==> src/rtl/core/bbut_pkg.sv <==
// Shared types, codes and helpers for the bounding box union/transform block.
// No dependencies; used by every module under rtl/core.
package bbut_pkg;

   localparam int unsigned COORD_W = 32;
   localparam int unsigned AXES    = 3;
   localparam int unsigned CSR_W   = 64;
   localparam int unsigned NUM_CSR = 6;
   localparam int unsigned CSR_AW  = $clog2(NUM_CSR);
   localparam int unsigned FUNC_W  = 2;
   localparam int unsigned FRAC_W  = 16;
   localparam int unsigned PROD_W  = 2 * COORD_W;
   localparam int unsigned TERM_W  = PROD_W - FRAC_W;   // product after >>> 16
   localparam int unsigned SUM_W   = TERM_W + 2;        // translation + three terms
   localparam int unsigned BOX_W   = 2 * AXES * COORD_W;

   // operation codes
   localparam logic [FUNC_W-1:0] FUNC_MERGE     = 2'd0;
   localparam logic [FUNC_W-1:0] FUNC_TRANSFORM = 2'd1;
   localparam logic [FUNC_W-1:0] FUNC_CLEAR     = 2'd2;

   // register indexes
   localparam logic [CSR_AW-1:0] CSR_XROW_A = 3'd0;
   localparam logic [CSR_AW-1:0] CSR_XROW_B = 3'd1;
   localparam logic [CSR_AW-1:0] CSR_YROW_A = 3'd2;
   localparam logic [CSR_AW-1:0] CSR_YROW_B = 3'd3;
   localparam logic [CSR_AW-1:0] CSR_ZROW_A = 3'd4;
   localparam logic [CSR_AW-1:0] CSR_ZROW_B = 3'd5;

   // identity matrix at reset
   localparam logic [CSR_W-1:0] XROW_A_RST = 64'h0000_0000_0001_0000;
   localparam logic [CSR_W-1:0] XROW_B_RST = 64'h0000_0000_0000_0000;
   localparam logic [CSR_W-1:0] YROW_A_RST = 64'h0001_0000_0000_0000;
   localparam logic [CSR_W-1:0] YROW_B_RST = 64'h0000_0000_0000_0000;
   localparam logic [CSR_W-1:0] ZROW_A_RST = 64'h0000_0000_0000_0000;
   localparam logic [CSR_W-1:0] ZROW_B_RST = 64'h0000_0000_0001_0000;

   localparam int unsigned COL_TR = 3;   // translation column of a row

   typedef logic signed [COORD_W-1:0] coord_type;

   // [0] coef x, [1] coef y, [2] coef z, [3] translation
   typedef coord_type [3:0] row_type;
   typedef row_type [AXES-1:0] mat_type;

   // lo in the low half, axis x lowest
   typedef struct packed {
      coord_type [AXES-1:0] hi;
      coord_type [AXES-1:0] lo;
   } box_type;

   function automatic coord_type sat32(input logic signed [SUM_W-1:0] v);
      coord_type r;
      if ((&v[SUM_W-1:COORD_W-1]) || !(|v[SUM_W-1:COORD_W-1])) begin
         r = v[COORD_W-1:0];
      end else if (v[SUM_W-1]) begin
         r = {1'b1, {(COORD_W-1){1'b0}}};
      end else begin
         r = {1'b0, {(COORD_W-1){1'b1}}};
      end
      return r;
   endfunction

endpackage

==> src/rtl/core/bbut_csr.sv <==
// Matrix register file: six 64-bit write-only registers, two Q16.16 terms each.
// Depends on bbut_pkg.
module bbut_csr (
   input  logic                          clock,
   input  logic                          reset,
   input  logic                          csr_we,
   input  logic [bbut_pkg::CSR_AW-1:0]   csr_addr,
   input  logic [bbut_pkg::CSR_W-1:0]    csr_wdata,
   output bbut_pkg::mat_type             mat
);

   logic [bbut_pkg::CSR_W-1:0] xa_ff, xb_ff, ya_ff, yb_ff, za_ff, zb_ff;

   always_ff @(posedge clock) begin
      if (reset) begin
         xa_ff <= bbut_pkg::XROW_A_RST;
         xb_ff <= bbut_pkg::XROW_B_RST;
         ya_ff <= bbut_pkg::YROW_A_RST;
         yb_ff <= bbut_pkg::YROW_B_RST;
         za_ff <= bbut_pkg::ZROW_A_RST;
         zb_ff <= bbut_pkg::ZROW_B_RST;
      end else if (csr_we) begin
         unique case (csr_addr)
            bbut_pkg::CSR_XROW_A: xa_ff <= csr_wdata;
            bbut_pkg::CSR_XROW_B: xb_ff <= csr_wdata;
            bbut_pkg::CSR_YROW_A: ya_ff <= csr_wdata;
            bbut_pkg::CSR_YROW_B: yb_ff <= csr_wdata;
            bbut_pkg::CSR_ZROW_A: za_ff <= csr_wdata;
            bbut_pkg::CSR_ZROW_B: zb_ff <= csr_wdata;
            default: ;   // out-of-range index dropped
         endcase
      end
   end

   // {b, a} lines up as {translation, z, y, x}
   assign mat[0] = {xb_ff, xa_ff};
   assign mat[1] = {yb_ff, ya_ff};
   assign mat[2] = {zb_ff, za_ff};

endmodule

==> config.mk <==
export PLATFORM = sky130hd
export DESIGN_NAME = bbut_csr
export DESIGN_NICKNAME = d
export VERILOG_FILES = /design/src/rtl/core/bbut_pkg.sv /design/src/rtl/core/bbut_csr.sv
export SDC_FILE = /design/constraint.sdc
export NUM_CORES = 1
export LEC_CHECK = 0
export ABC_CLOCK_PERIOD_IN_PS = 1400
export BUFFER_PORTS_ARGS = -buffer_cell sky130_fd_sc_hd__buf_4
export CORE_UTILIZATION = 40
export CTS_CLUSTER_DIAMETER = 200
export DETAILED_ROUTE_END_ITERATION = 10
export GPL_TIMING_DRIVEN = 0
export SLEW_MARGIN = 5
export SYNTH_ARGS = -nofsm -noshare
export SYNTH_HDL_FRONTEND = slang
export SYNTH_SLANG_ARGS = --single-unit
==> constraint.sdc <==
create_clock -name clock -period 1.4 [get_ports clock]
set_input_delay 0.28 -clock clock [delete_from_list [all_inputs] [get_ports clock]]
set_output_delay 0.28 -clock clock [all_outputs]
set_load 0.01 [all_outputs]
==> flow_metrics.env <==
export IMPL_status="finished clean"
export IMPL_ys_seq_area_frac=0.5179
export IMPL_syn_cell_area_um2=14840
export IMPL_clock_tree_from_tritoncts="done"
export IMPL_timing_final_setup_violations=0
export IMPL_fin_hold_ws_ps=44.04
export IMPL_first_pass_iters=4
export IMPL_avgViaCountPerCell=4.766
export IMPL_yosys_area_share_simple=0.1944
export IMPL_portBuffers=452
export IMPL_critical_path_buffer_and_inverter_count=1
export IMPL_static_leakage_power_nw=10.27
export IMPL_post_dp_cell_area_um2=18820
export IMPL_die_w_um=194.6
export IMPL_crit_cells=1
export IMPL_design_power_w=0.02430
export IMPL_cp_arrival_ps=1070
export IMPL_length_in_cells_of_the_worst_reg_to_reg_path=2
export IMPL_clock_sinks=384
export IMPL_floorplan_die_area_um2=37880
export IMPL_gp_congestion=0.7989
export IMPL_pwr_share_clk=0.457
export IMPL_power_ir_vdd_worst_v=0.0007118
export IMPL_r2r_end="zb_ff[37]"
export IMPL_timing_setup_critical_path_class="flip-flop to primary output"
export IMPL_final_min_clock_period_ps=1348
export IMPL_drv_max_cap_violation_count=0
export IMPL_clock_network_latency_to_the_later_pin_of_the_worst_skew_pair_ps=540
export IMPL_critical_path_cell_by_cell="buf_4"
export IMPL_report_final_hold_viol_count=0
export IMPL_grt_overflow_total=0
export IMPL_first_iteration_detailed_routing_drc_count=425
export IMPL_io_pins=454
export IMPL_synth_compound_gate_area_share=0
export IMPL_die_height_um=194.6
export IMPL_final_nets=1887
export IMPL_synthesis_yosys_warnings=0
export IMPL_hold_class="input pin to flip-flop"
export IMPL_cts_htree_levels=2
export IMPL_timing_max_slew_rel_slack=0.6274
export IMPL_area_used_by_sequential_logic_in_the_layout_um2=7690
export IMPL_part_of_the_power_in_combinational_logic=0.077
export IMPL_finish_instance_area_um2=20230
export IMPL_pre_cts_ws_ps=-835.9
export IMPL_r2r_slack_ps=760
export IMPL_cts_inserted_buffers=43
export IMPL_power_density_nw_per_um2=1201
export IMPL_crit_family="flip-flops"
export IMPL_via_count=11040
export IMPL_global_route_usage_met1=0.2951
export IMPL_gr_usage_all_layers=0.2456
export IMPL_worstSetupEndpoint="mat[357]"
export IMPL_grt_first_pass_wirelength_um=70550
export IMPL_post_synth_top_area_fraction=0.5179
export IMPL_synthAdderAreaFrac=0
export IMPL_grt_max_degree=20
export IMPL_first_global_vias=11150
export IMPL_floorplan_core_area_um2=36520
export IMPL_post_synth_xor_area_fraction=0
export IMPL_grt_util_met2=0.4166
export IMPL_layout_setup_ws_ps=52.10
export IMPL_routedWlPerCell_um=20.59
export IMPL_worst_setup_path_startpoint="zb_ff[37]"
export IMPL_ant_nets=0
export IMPL_start_kind="flip-flop"
export IMPL_worst_pin_slew_ps=559.0
export IMPL_maxSlewViolCount=0
export IMPL_edff_count_synth=0
export IMPL_synth_distinct_cells=13
export IMPL_clock_root_buffer="clkbuf_16"
export IMPL_busiest_layer_in_global_routing="met2"
export IMPL_synthesis_instances=1320
export IMPL_synthesis_area_per_instance_um2=11.25
export IMPL_initial_utilization=0.4064
export IMPL_post_cts_setup_repair_buffer_count=0
export IMPL_timing_fmax_ghz=0.7419
export IMPL_final_setup_skew_ps=0
export IMPL_grt_setup_unrepaired="no"
export IMPL_p_seq_frac=0.465
export IMPL_synth_largest_area_cell="dfxtp_1"
export IMPL_ys_top_cells_by_count="nand2b_1 (445), dfxtp_1 (384), mux2i_1 (384)"
export IMPL_drc_viols=0
export IMPL_multiInputGateArea_um2=6729
export IMPL_cp_max_stage_delay_ps=380
export IMPL_regToRegStartpoint="zb_ff[37]"
export IMPL_globalRouteMet3Util=0.07566
export IMPL_crit_path_max_fanout=2
export IMPL_post_route_cells_drive_above_1_share=0.3084
export IMPL_period_share=0.9628
export IMPL_layout_area_overhead_vs_synth_pct=36.26
export IMPL_netSwitchingFraction=0.2302
export IMPL_timing_critical_path_to_type="primary output"
export IMPL_switching_power_w=0.005593
export IMPL_proportion_of_register_bits_with_asynchronous_set_or_reset_after_synthesis=0
export IMPL_power_internal_w=0.01871
export IMPL_synth_mux_area_fraction=0.2589
export IMPL_number_of_fillers_in_the_final_layout=3275
export IMPL_synthMostInstantiatedCell="nand2b_1"
export IMPL_cts_clk_slew_worst_paths_ps=60
export IMPL_synth_top_family_by_area="multiplexers"
export IMPL_fp_row_count=70
export IMPL_synth_net_count=1390
export IMPL_synth_top_cells_by_area="dfxtp_1 (52%), mux2i_1 (26%), nand2b_1 (19%)"
export IMPL_antenna_found_initial=3
export IMPL_totalNegativeSetupSlack_ps=0
export IMPL_synth_ff_type="dfxtp_1"
export IMPL_totalWireLength_um=47680
export IMPL_required_ps=1120
export IMPL_ctsLongestPathBuffers=3
export IMPL_cpMaxStageDelayCell="dfxtp_1"
export IMPL_ys_ff_latch=384
export IMPL_hpwlAfterDp_um=34800
[layer usage]
metal	wire length (um)	share of wire
met4	1222	0.026
met1	20220	0.42
met5	0	0
met2	22780	0.48
met3	3462	0.073
[cell families (layout without fill, tap and decap cells)]
| kind of cell | count (synthesis) | in the layout |
|---|---|---|
| mux | 384 | 384 |
| flops | 384 | 384 |
| other cells | 0 | 3 |
| simple gates | 458 | 458 |
| buf+inv | 94 | 619 |
[what timing repair did]
item                                    4_1_cts  5_1_grt
hold buffers                                  1        0
gates resized for setup                       5        5
hold endpoints to repair                      1        0
endpoints found under the setup margin      244       12
[layout by cell type (no fill, tap or decap), types with 2 or more instances in the layout]
master / n
buf_2: 39
clkbuf_16: 45
nand4b_1: 2
dfxtp_1: 382
bufinv_16: 2
diode_2: 3
clkbuf_8: 8
nor2_1: 5
mux2i_1: 384
dfxtp_2: 2
buf_4: 457
nand4bb_1: 3
clkbuf_1: 52
clkinv_2: 6
nand2b_1: 445
clkbuf_2: 6
[power groups by stage]
stage | logic [W] | registers, W | clock network [W]
2_1_floorplan | 0.000848 | 0.0116 | 0
3_3_place_gp | 0.00189 | 0.0115 | 0
3_5_place_dp | 0.00191 | 0.0115 | 0
4_1_cts | 0.00191 | 0.0113 | 0.0113
5_1_grt | 0.00201 | 0.0113 | 0.0118
6_report | 0.00188 | 0.0113 | 0.0111
[final cells by class]
cell class                 instances  share of cell area
antenna                            3           0.0003711
buffer                            93             0.02134
clock inverter                    10            0.005258
clock buffer                      63             0.06297
timing repair buffer             453              0.1683
multi-input combinational        842              0.3327
tap                              468             0.02895
sequential                       384              0.3802
[state kept, by name (all words and copies together) (netlist names)]
signal  cells
xa_ff      64
xb_ff      64
ya_ff      64
yb_ff      64
za_ff      64
zb_ff      64
[per-stage QoR]
step             util  instances
2_1_floorplan       -       1320
3_3_place_gp   0.5154       2240
3_5_place_dp   0.5154       2240
4_1_cts        0.5535       2313
5_1_grt        0.5538       2315
6_report       0.5538       2316
[worst min-delay path by stage]
stage / startpoint / to / cells past startpoint
after floorplan: csr_wdata[48] / ya_ff[48] / 2
after global placement: xa_ff[14] / xa_ff[14] / 2
after detailed placement: xa_ff[7] / xa_ff[7] / 2
after CTS: csr_wdata[48] / ya_ff[48] / 3
after global routing: csr_wdata[48] / ya_ff[48] / 3
final: csr_wdata[48] / ya_ff[48] / 3
(Power assumes the default switching activity.)
