<file path="src/rtl/core/bbut_pkg.sv">
// Shared types, codes and helpers for the bounding box union/transform block.
// No dependencies; used by every module under rtl/core.
package bbut_pkg;

   localparam int unsigned COORD_W = 32;
   localparam int unsigned AXES    = 3;
   localparam int unsigned CSR_W   = 64;
   localparam int unsigned NUM_CSR = 6;
   localparam int unsigned CSR_AW  = $clog2(NUM_CSR);
   localparam int unsigned FUNC_W  = 2;
   localparam int unsigned FRAC_W  = 16;
   localparam int unsigned PROD_W  = 2 * COORD_W;
   localparam int unsigned TERM_W  = PROD_W - FRAC_W;   // product after >>> 16
   localparam int unsigned SUM_W   = TERM_W + 2;        // translation + three terms
   localparam int unsigned BOX_W   = 2 * AXES * COORD_W;

   // operation codes
   localparam logic [FUNC_W-1:0] FUNC_MERGE     = 2'd0;
   localparam logic [FUNC_W-1:0] FUNC_TRANSFORM = 2'd1;
   localparam logic [FUNC_W-1:0] FUNC_CLEAR     = 2'd2;

   // register indexes
   localparam logic [CSR_AW-1:0] CSR_XROW_A = 3'd0;
   localparam logic [CSR_AW-1:0] CSR_XROW_B = 3'd1;
   localparam logic [CSR_AW-1:0] CSR_YROW_A = 3'd2;
   localparam logic [CSR_AW-1:0] CSR_YROW_B = 3'd3;
   localparam logic [CSR_AW-1:0] CSR_ZROW_A = 3'd4;
   localparam logic [CSR_AW-1:0] CSR_ZROW_B = 3'd5;

   // identity matrix at reset
   localparam logic [CSR_W-1:0] XROW_A_RST = 64'h0000_0000_0001_0000;
   localparam logic [CSR_W-1:0] XROW_B_RST = 64'h0000_0000_0000_0000;
   localparam logic [CSR_W-1:0] YROW_A_RST = 64'h0001_0000_0000_0000;
   localparam logic [CSR_W-1:0] YROW_B_RST = 64'h0000_0000_0000_0000;
   localparam logic [CSR_W-1:0] ZROW_A_RST = 64'h0000_0000_0000_0000;
   localparam logic [CSR_W-1:0] ZROW_B_RST = 64'h0000_0000_0001_0000;

   localparam int unsigned COL_TR = 3;   // translation column of a row

   typedef logic signed [COORD_W-1:0] coord_type;

   // [0] coef x, [1] coef y, [2] coef z, [3] translation
   typedef coord_type [3:0] row_type;
   typedef row_type [AXES-1:0] mat_type;

   // lo in the low half, axis x lowest
   typedef struct packed {
      coord_type [AXES-1:0] hi;
      coord_type [AXES-1:0] lo;
   } box_type;

   function automatic coord_type sat32(input logic signed [SUM_W-1:0] v);
      coord_type r;
      if ((&v[SUM_W-1:COORD_W-1]) || !(|v[SUM_W-1:COORD_W-1])) begin
         r = v[COORD_W-1:0];
      end else if (v[SUM_W-1]) begin
         r = {1'b1, {(COORD_W-1){1'b0}}};
      end else begin
         r = {1'b0, {(COORD_W-1){1'b1}}};
      end
      return r;
   endfunction

endpackage

</file>
<file path="src/rtl/core/bbut_merge.sv">
// Box union: takes over into an empty box, ignores an empty input, else grows per axis.
// Depends on bbut_pkg.
module bbut_merge (
   input  bbut_pkg::box_type cur,
   input  bbut_pkg::box_type inb,
   output bbut_pkg::box_type nxt,
   output logic              changed
);

   logic                      cur_empty, in_empty;
   logic [bbut_pkg::AXES-1:0] lo_mv, hi_mv;
   bbut_pkg::box_type         grown;

   assign cur_empty = (cur.lo == cur.hi);
   assign in_empty  = (inb.lo == inb.hi);

   always_comb begin
      for (int a = 0; a < bbut_pkg::AXES; a++) begin
         lo_mv[a] = $signed(inb.lo[a]) < $signed(cur.lo[a]);
         hi_mv[a] = $signed(inb.hi[a]) > $signed(cur.hi[a]);
         grown.lo[a] = lo_mv[a] ? inb.lo[a] : cur.lo[a];
         grown.hi[a] = hi_mv[a] ? inb.hi[a] : cur.hi[a];
      end
   end

   always_comb begin
      if (cur_empty) begin
         nxt     = inb;
         changed = 1'b1;
      end else if (in_empty) begin
         nxt     = cur;
         changed = 1'b0;
      end else begin
         nxt     = grown;
         changed = (|lo_mv) | (|hi_mv);
      end
   end

endmodule

</file>
<file path="config.mk">
export PLATFORM = sky130hd
export DESIGN_NAME = bbut_merge
export DESIGN_NICKNAME = d
export VERILOG_FILES = /design/src/rtl/core/bbut_pkg.sv /design/src/rtl/core/bbut_merge.sv
export SDC_FILE = /design/constraint.sdc
export NUM_CORES = 1
export LEC_CHECK = 0
export BUFFER_PORTS_ARGS = -buffer_cell sky130_fd_sc_hd__buf_2
export CORE_AREA = 2 2 223 225
export DETAILED_ROUTE_END_ITERATION = 8
export DIE_AREA = 0 0 225 227
export PLACE_DENSITY = 0.42
export SLEW_MARGIN = 0
export SYNTH_ARGS = -nofsm -noshare
export SYNTH_HDL_FRONTEND = slang
export SYNTH_SLANG_ARGS = --single-unit
export TNS_END_PERCENT = 10
</file>
<file path="constraint.sdc">
create_clock -name vclk -period 2.6
set_input_delay 0.13 -clock vclk [all_inputs]
set_output_delay 0.13 -clock vclk [all_outputs]
set_load 0.02 [all_outputs]
</file>
==> results of run 1 <==
[critical path, stage by stage]
cell	delay, ns
buf_8	0.10
ha_4	0.24
buf_6	0.12
nand4_4	0.09
nor3_4	0.06
a21boi_2	0.16
or4b_4	0.55
a2111oi_4	0.39
mux2i_2	0.34
a21oi_4	0.10
buf_6	0.15
clkbuf_16	0.18
mux2_4	0.31
buf_6	0.13
[placed cells by master, fill, tap and decap left out, types with 4 or more instances in the layout]
master      n
a21oi_4     5
xnor2_2    19
nor2_1     13
inv_4       6
inv_1     172
buf_8       6
nand4_1    62
inv_2      15
o21ai_0    19
xnor2_1    71
buf_12     19
o211ai_1    5
nand2_1    33
nor3_2      4
nor4_1     19
a211oi_1    4
buf_6     131
ha_1      158
nor2b_1     7
mux2_4     83
nor4_4      4
nand3_1    18
ha_4       31
xnor2_4     6
xor2_1     92
nor4_2     14
a221oi_2    4
nor3_1      8
buf_4     438
a21oi_1    53
mux2_2    109
buf_2     438
a21oi_2     9
and4_1      5
a21o_1     24
buf_16      5
[kinds of logic after synthesis]
kind of cell,Yosys count,synth area share (%)
xor gates and xnor gates,192,17.98
and+or+nand+nor,202,12.48
AOI/OAI and AO/OA,154,10.57
adders and majority gates,189,25.28
muxes,196,24.76
buffers and inverters,212,8.947
[report_power, final]
part / switching, mW / internal (mW)
registers: 0 / 0
clock network: 0 / 0.000000155
logic: 2.72 / 2.73
total: 2.72 / 2.73
[through the flow]
stage / instance area, um2 / utilization, % / setup WS (ns) / power [mW] / hold slack [ns]
2_1_floorplan: 9543 / - / -0.01790 / 2.127 / 0.4194
3_3_place_gp: 16540 / 34.06 / -0.9765 / 4.533 / 0.6514
3_5_place_dp: 16540 / 34.06 / -0.9883 / 4.536 / 0.6509
4_1_cts: 18060 / 37.21 / -0.6058 / 5.125 / 0.6331
5_1_grt: 18940 / 39.02 / -0.6876 / 5.761 / 0.6012
6_report: 18940 / 39.02 / -0.6097 / 5.448 / 0.5899
[repair_timing]
| action | in CTS | in global routing |
|---|---|---|
| pin swaps | 44 | 37 |
| endpoints found under the hold margin | 0 | 0 |
| hold buffers | 0 | 0 |
| setup buffers | 18 | 8 |
| endpoints found under the setup margin | 193 | 193 |
| gates cloned | 5 | 3 |
| gates resized for setup | 265 | 207 |
[final timing paths]
kind	cells after the start	slack, ns	start	end
max	14	-0.61	inb[142]	nxt[158]
min	3	0.59	inb[142]	nxt[142]
[cell type report]
cell class | count | share of cell area (%)
repair buffers | 1040 | 40.23
well taps | 622 | 4.109
inverters | 194 | 3.950
multi-input cells | 933 | 51.67
diodes | 3 | 0.03963
[layer usage]
metal / global-route usage (%) / wire (um)
met5: 0 / 32
met4: 5.170 / 1676
met3: 2.852 / 3002
met2: 44.47 / 32520
met1: 31.58 / 29650
==> flow_summary.ini, run 1 <==
[global_route]
grt_pass1_wl_um = 90180
grt_pass1_vias = 13260
grt_start_max_net_pins = 25
grt.overflow.total = 0
grt_usage_pct = 24.70
antenna_found_initial = 7

[sta]
maxSlewViolCount = 0
final-setup-viol-count = 193
period_share_pct = 123.4
hold_viol_final = 0
max_freq_ghz = 0.3116
grt_setup_unrepaired = yes
layout_setup_ws_ns = -0.6097
tns_ns = -84.28
worstMarginPinSlew_ns = 0.7694
slew_headroom_pct = 48.53
period_minus_slack_ns = 3.210

[logic_synthesis]
yosysUniqueCellTypes = 50
synth_area_mm2 = 0.009355
yosys-top-cells-area = ha_1 (25%), mux2_2 (19%), xnor2_1 (9.0%)
yosys_warnings = 0
yosysSeqAreaShare_pct = 0
syn_nets = 1718
yosysMostFrequentCell = inv_1
synth_common_cells = inv_1 (194), ha_1 (189), mux2_2 (161)
yosys.area.top_type = ha_1
syn_inst = 1145
syn_area_per_cell_um2 = 8.170
synth_top_area_share_pct = 25.28

[setup_path]
crit_type = in -> out
cp-end-kind = output pin
cp-start-kind = input pin
cp_max_fo = 6
worstPathArrival_ns = 3.08
required_ns = 2.47

[placement]
place.gp.congestion = 0.9376
place.detailed.hpwl_um = 59470
dp_cells = 2756
port_buffers = 577

[drt]
drt-initial-drc-count = 412
drc = 0
wl_um = 66880
ant_nets = 0
routedWlPerCell_um = 23.95
drtPass1Iterations = 4
routed_via_density = 4.504
routed-via-count = 12580

[floorplan]
die-area_mm2 = 0.05108
placeableCoreArea_mm2 = 0.04855
start_util_pct = 19.27
dieHeight_um = 227
rows = 81
io-pin-count = 577
die_w_um = 225

[cells_and_area]
layout-drive-gt1-share_pct = 63.45
nClkBuffers = 0
final_cells = 2792
multiInputGateArea_mm2 = 0.009787
syn_to_final_growth_pct = 102.5
seq_cell_count = 0
n_fill_cell = 5058
seqCellArea_um2 = 0
nets = 2742

[job]
max_cap_violations = 0

[power_and_ir_drop]
vdd_ir_drop_max_uv = 161.2
power.leakage_nw = 10.05
cellPowerDensity_mw_per_mm2 = 287.6

[outcome]
status = complete, but fails checks
violations = negative setup slack

[worst_hold_path]
min_path_type = in -> out
No activity file was read; power rests on OpenSTA's default activity.
==> inputs of run 2 (changes only) <==
Settings changed: CELL_PAD_IN_SITES_DETAIL_PLACEMENT from default to 1, CELL_PAD_IN_SITES_GLOBAL_PLACEMENT from default to 1, CORE_AREA 2 2 223 225 to 2 2 222 224, DIE_AREA 0 0 225 227 to 0 0 224 226, PLACE_DENSITY 0.42 to 0.57.
==> flow_summary.ini, run 2 (same netlist as run 1, synthesis figures left out) <==
[setup_path]
cp_max_fo = 12
crit_type = in -> out
required_ns = 2.47
cp-end-kind = output pin
cp-start-kind = input pin
crit_start = cur[66]
path_buf_inv = 6
max_stage_delay_ns = 0.35
critPathTopFamily = compound AO/OA/AOI/OAI gates
worstPathArrival_ns = 2.88
crit_slowest_cell = mux2_2
cpMostUsedCell = buf_4
worstPathCellList = buf_2, inv_1, ha_1, nor3_1, nor3_2, a221oi_4, buf_4, o211ai_1, a21oi_1, buf_4, o21a_1, a21o_4, clkbuf_16, mux2_2, buf_4

[floorplan]
start_util_pct = 19.35
io-pin-count = 577
placeableCoreArea_mm2 = 0.04834
die_w_um = 224
dieHeight_um = 226
rows = 81
die-area_mm2 = 0.05062

[placement]
place.gp.congestion = 0.9282
port_buffers = 577
place.detailed.hpwl_um = 61570

[global_route]
grt_pass1_wl_um = 94230
grt_start_max_net_pins = 26
grt_pass1_vias = 13960
antenna_found_initial = 6
grt.overflow.total = 0
grt_usage_pct = 25.67

[cells_and_area]
mostFrequentLayoutCell = buf_2
nets = 2700
final_cell_mix = buf_2 (449), buf_4 (405), inv_1 (172), ha_1 (158), mux2_2 (121)
layout-drive-gt1-share_pct = 63.20
nClkBuffers = 0
seq_cell_count = 0
n_fill_cell = 5802
final_util_pct = 38.39
syn_to_final_growth_pct = 98.38
seqCellArea_um2 = 0
multiInputGateArea_mm2 = 0.009843

[drt]
drtPass1Iterations = 4
wl_um = 69330
ant_nets = 0
routed-via-count = 12750
routedWlPerCell_um = 25.19
routed_via_density = 4.631
drt-initial-drc-count = 405
drc = 0

[sta]
layout_setup_ws_ns = -0.4135
period_minus_slack_ns = 3.014
slew_headroom_pct = 45.63
worstMarginPinSlew_ns = 0.8129
maxSlewViolCount = 0
hold_viol_final = 0
period_share_pct = 115.9
max_freq_ghz = 0.3318
grt_setup_unrepaired = yes
final-setup-viol-count = 193
holdWs_ns = 0.6345

[job]
max_cap_violations = 0

[cts]
cts_hold_buf = 0

[worst_hold_path]
hold_start = cur[37]
min_path_type = in -> out

[outcome]
violations = negative setup slack
status = complete, but fails checks
[run 2: final timing paths]
path                  end  slack, ns  depth (start not counted)
setup / recovery  nxt[83]      -0.41                         15
hold / removal    nxt[37]       0.63                          3
[run 2: cell type report]
class	instances	area share, %
Antenna cell	5	0.06742
Inverter	194	4.032
Multi-Input combinational cell	933	53.04
Tap cell	622	4.193
Timing Repair Buffer	998	38.67
[run 2: stage by stage]
stage / setup TNS (ns) / instances / worst slack, ns / area (um2)
floorplan: -0.5371 / 1145 / -0.01790 / 9543
global placement: -143.76 / 2727 / -0.8281 / 16280
detailed placement: -135.81 / 2727 / -0.8182 / 16280
CTS: -73.68 / 2739 / -0.4990 / 17400
global route: -82.59 / 2749 / -0.5268 / 18550
finish: -62.97 / 2752 / -0.4135 / 18560
[run 2: worst min-delay path, cell delays in order]
cell	delay, ns
buf_2	0.12
mux2_4	0.15
buf_6	0.11
[run 2: per-layer routing]
| layer | up-vias | global-route usage (%) | routed length (um) |
|---|---|---|---|
| li1 | 6066 | - | - |
| met1 | 6167 | 31.73 | 29330 |
| met2 | 424 | 47.53 | 34950 |
| met3 | 86 | 2.836 | 3016 |
| met4 | 2 | 5.570 | 2012 |
| met5 | - | 0 | 16 |
[run 2: repair_timing]
action	4_1_cts	5_1_grt
gates resized for setup	203	254
gates cloned	3	5
setup endpoints to repair	193	193
pin swaps	35	48
setup buffers	11	8
==> inputs of run 3 (changes only) <==
Settings changed: CORE_AREA 2 2 222 224 to 2 2 224 226, DIE_AREA 0 0 224 226 to 0 0 226 228, PLACE_DENSITY 0.57 to 0.54.
Clock period 2.6 ns to 2.8 ns, I/O delays scaled along.
==> flow_summary.ini, run 3 (same netlist as run 1, synthesis figures left out) <==
[setup_path]
worstPathArrival_ns = 3.00
cp_max_fo = 7
cp-end-kind = output pin
worstPathCellList = buf_2, inv_2, ha_4, nand4_2, nor3_2, a21boi_1, or4b_4, a2111oi_4, mux2i_2, a21oi_4, buf_6, buf_16, mux2_4, buf_2
critPathTopFamily = simple AND/OR/NAND/NOR gates
path_buf_inv = 5
crit_type = in -> out
required_ns = 2.66
crit_slowest_cell = or4b_4
max_stage_delay_ns = 0.53
cp-start-kind = input pin
cpMostUsedCell = buf_2

[global_route]
grt-busiest-layer = met2
grtUsageMet3_pct = 2.628
grt_pass1_wl_um = 94430
grt_usage_pct = 25.41
grt_start_max_net_pins = 24
use_met2_pct = 47.17
antenna_found_initial = 8
grt_use_met1_pct = 31.27
grt.overflow.total = 0
grt_pass1_vias = 13650

[floorplan]
rows = 82
placeableCoreArea_mm2 = 0.04935
dieHeight_um = 228
die_w_um = 226
die-area_mm2 = 0.05153
io-pin-count = 577
start_util_pct = 18.96

[drt]
wl_um = 69000
routedWlPerCell_um = 24.79
drt-initial-drc-count = 369
routed_via_density = 4.479
ant_nets = 0
drtPass1Iterations = 4
routed-via-count = 12470
drc = 0

[placement]
place_area_mm2 = 0.01585
dp_cells = 2741
place.gp.congestion = 0.9733
place.detailed.hpwl_um = 60740
port_buffers = 577
pre_cts_ws_ns = -0.6561

[sta]
final-setup-viol-count = 193
period_share_pct = 112.3
grt_setup_unrepaired = yes
period_minus_slack_ns = 3.145
max_freq_ghz = 0.3180
worstMarginPinSlew_ns = 0.7215
slew_headroom_pct = 51.74
layout_setup_ws_ns = -0.3447
maxSlewViolCount = 0
holdWs_ns = 0.6301
hold_viol_final = 0

[outcome]
violations = negative setup slack
status = complete, but fails checks

[cells_and_area]
final_cells = 2784
mostFrequentLayoutCell = buf_2
layout-drive-gt1-share_pct = 61.76
final_util_pct = 36.73
nets = 2680
stdcell_area_mm2 = 0.01813
nClkBuffers = 0
seqCellArea_um2 = 0
syn_to_final_growth_pct = 93.77
final_cell_mix = buf_2 (469), buf_4 (396), inv_1 (173), ha_1 (158), mux2_2 (112)
seq_cell_count = 0

[worst_hold_path]
holdPathEnd = nxt[40]
hold_depth = 3
min_path_type = in -> out
hold_start = inb[40]

[power_and_ir_drop]
cellPowerDensity_mw_per_mm2 = 268.6
vdd_ir_drop_max_uv = 133.0
power.leakage_nw = 9.557

[job]
max_cap_violations = 0

[cts]
cts_hold_buf = 0
==> run 3: changes by cell type in the layout (fill, tap and decap cells not counted), sizes merged <==
| cell | before | now |
|---|---|---|
| bufbuf | 0 | 1 |
| clkbuf | 6 | 2 |
| buf | 992 | 975 |
| diode | 5 | 7 |
==> run 3: worst max path at each step <==
stage	from	endpoint	depth (start not counted)
floorplan	cur[142]	nxt[130]	11
global route	cur[142]	nxt[149]	14
CTS	inb[132]	nxt[120]	14
detailed placement	inb[123]	nxt[128]	13
finish	cur[142]	nxt[149]	14
global placement	inb[123]	nxt[10]	13
==> run 3: metrics by stage <==
step	total power, mW	TNS [ns]
after floorplan	1.952	0
after global placement	4.038	-115.14
after detailed placement	4.064	-113.82
after CTS	4.604	-52.35
after global routing	5.157	-60.73
final	4.868	-43.55
==> run 3: cell type report <==
cell class	instances	area, um2
multi-input cells	933	9646
diodes	7	17.52
fillers	5948	31220
inverters	194	740.7
repair buffers	978	6883
well taps	672	840.8
==> run 3: per-layer routing <==
metal | routed length (um) | vias to the layer above
met5 | 20 | -
met4 | 1913 | 4
met3 | 3355 | 77
met2 | 34840 | 417
met1 | 28870 | 5957
li1 | - | 6015
==> run 3: report_power, final <==
| part | total (mW) | internal, mW | switching, mW |
|---|---|---|---|
| registers | 0 | 0 | 0 |
| clock network | 0.000000335 | 0.000000335 | 0 |
| logic | 4.87 | 2.38 | 2.49 |
==> run 3: timing repair <==
item | CTS | global route
pin swaps | 39 | 38
endpoints found under the hold margin | 0 | 0
setup buffers | 19 | 10
resized for setup | 223 | 173
endpoints found under the setup margin | 193 | 193
cloned | 9 | 2
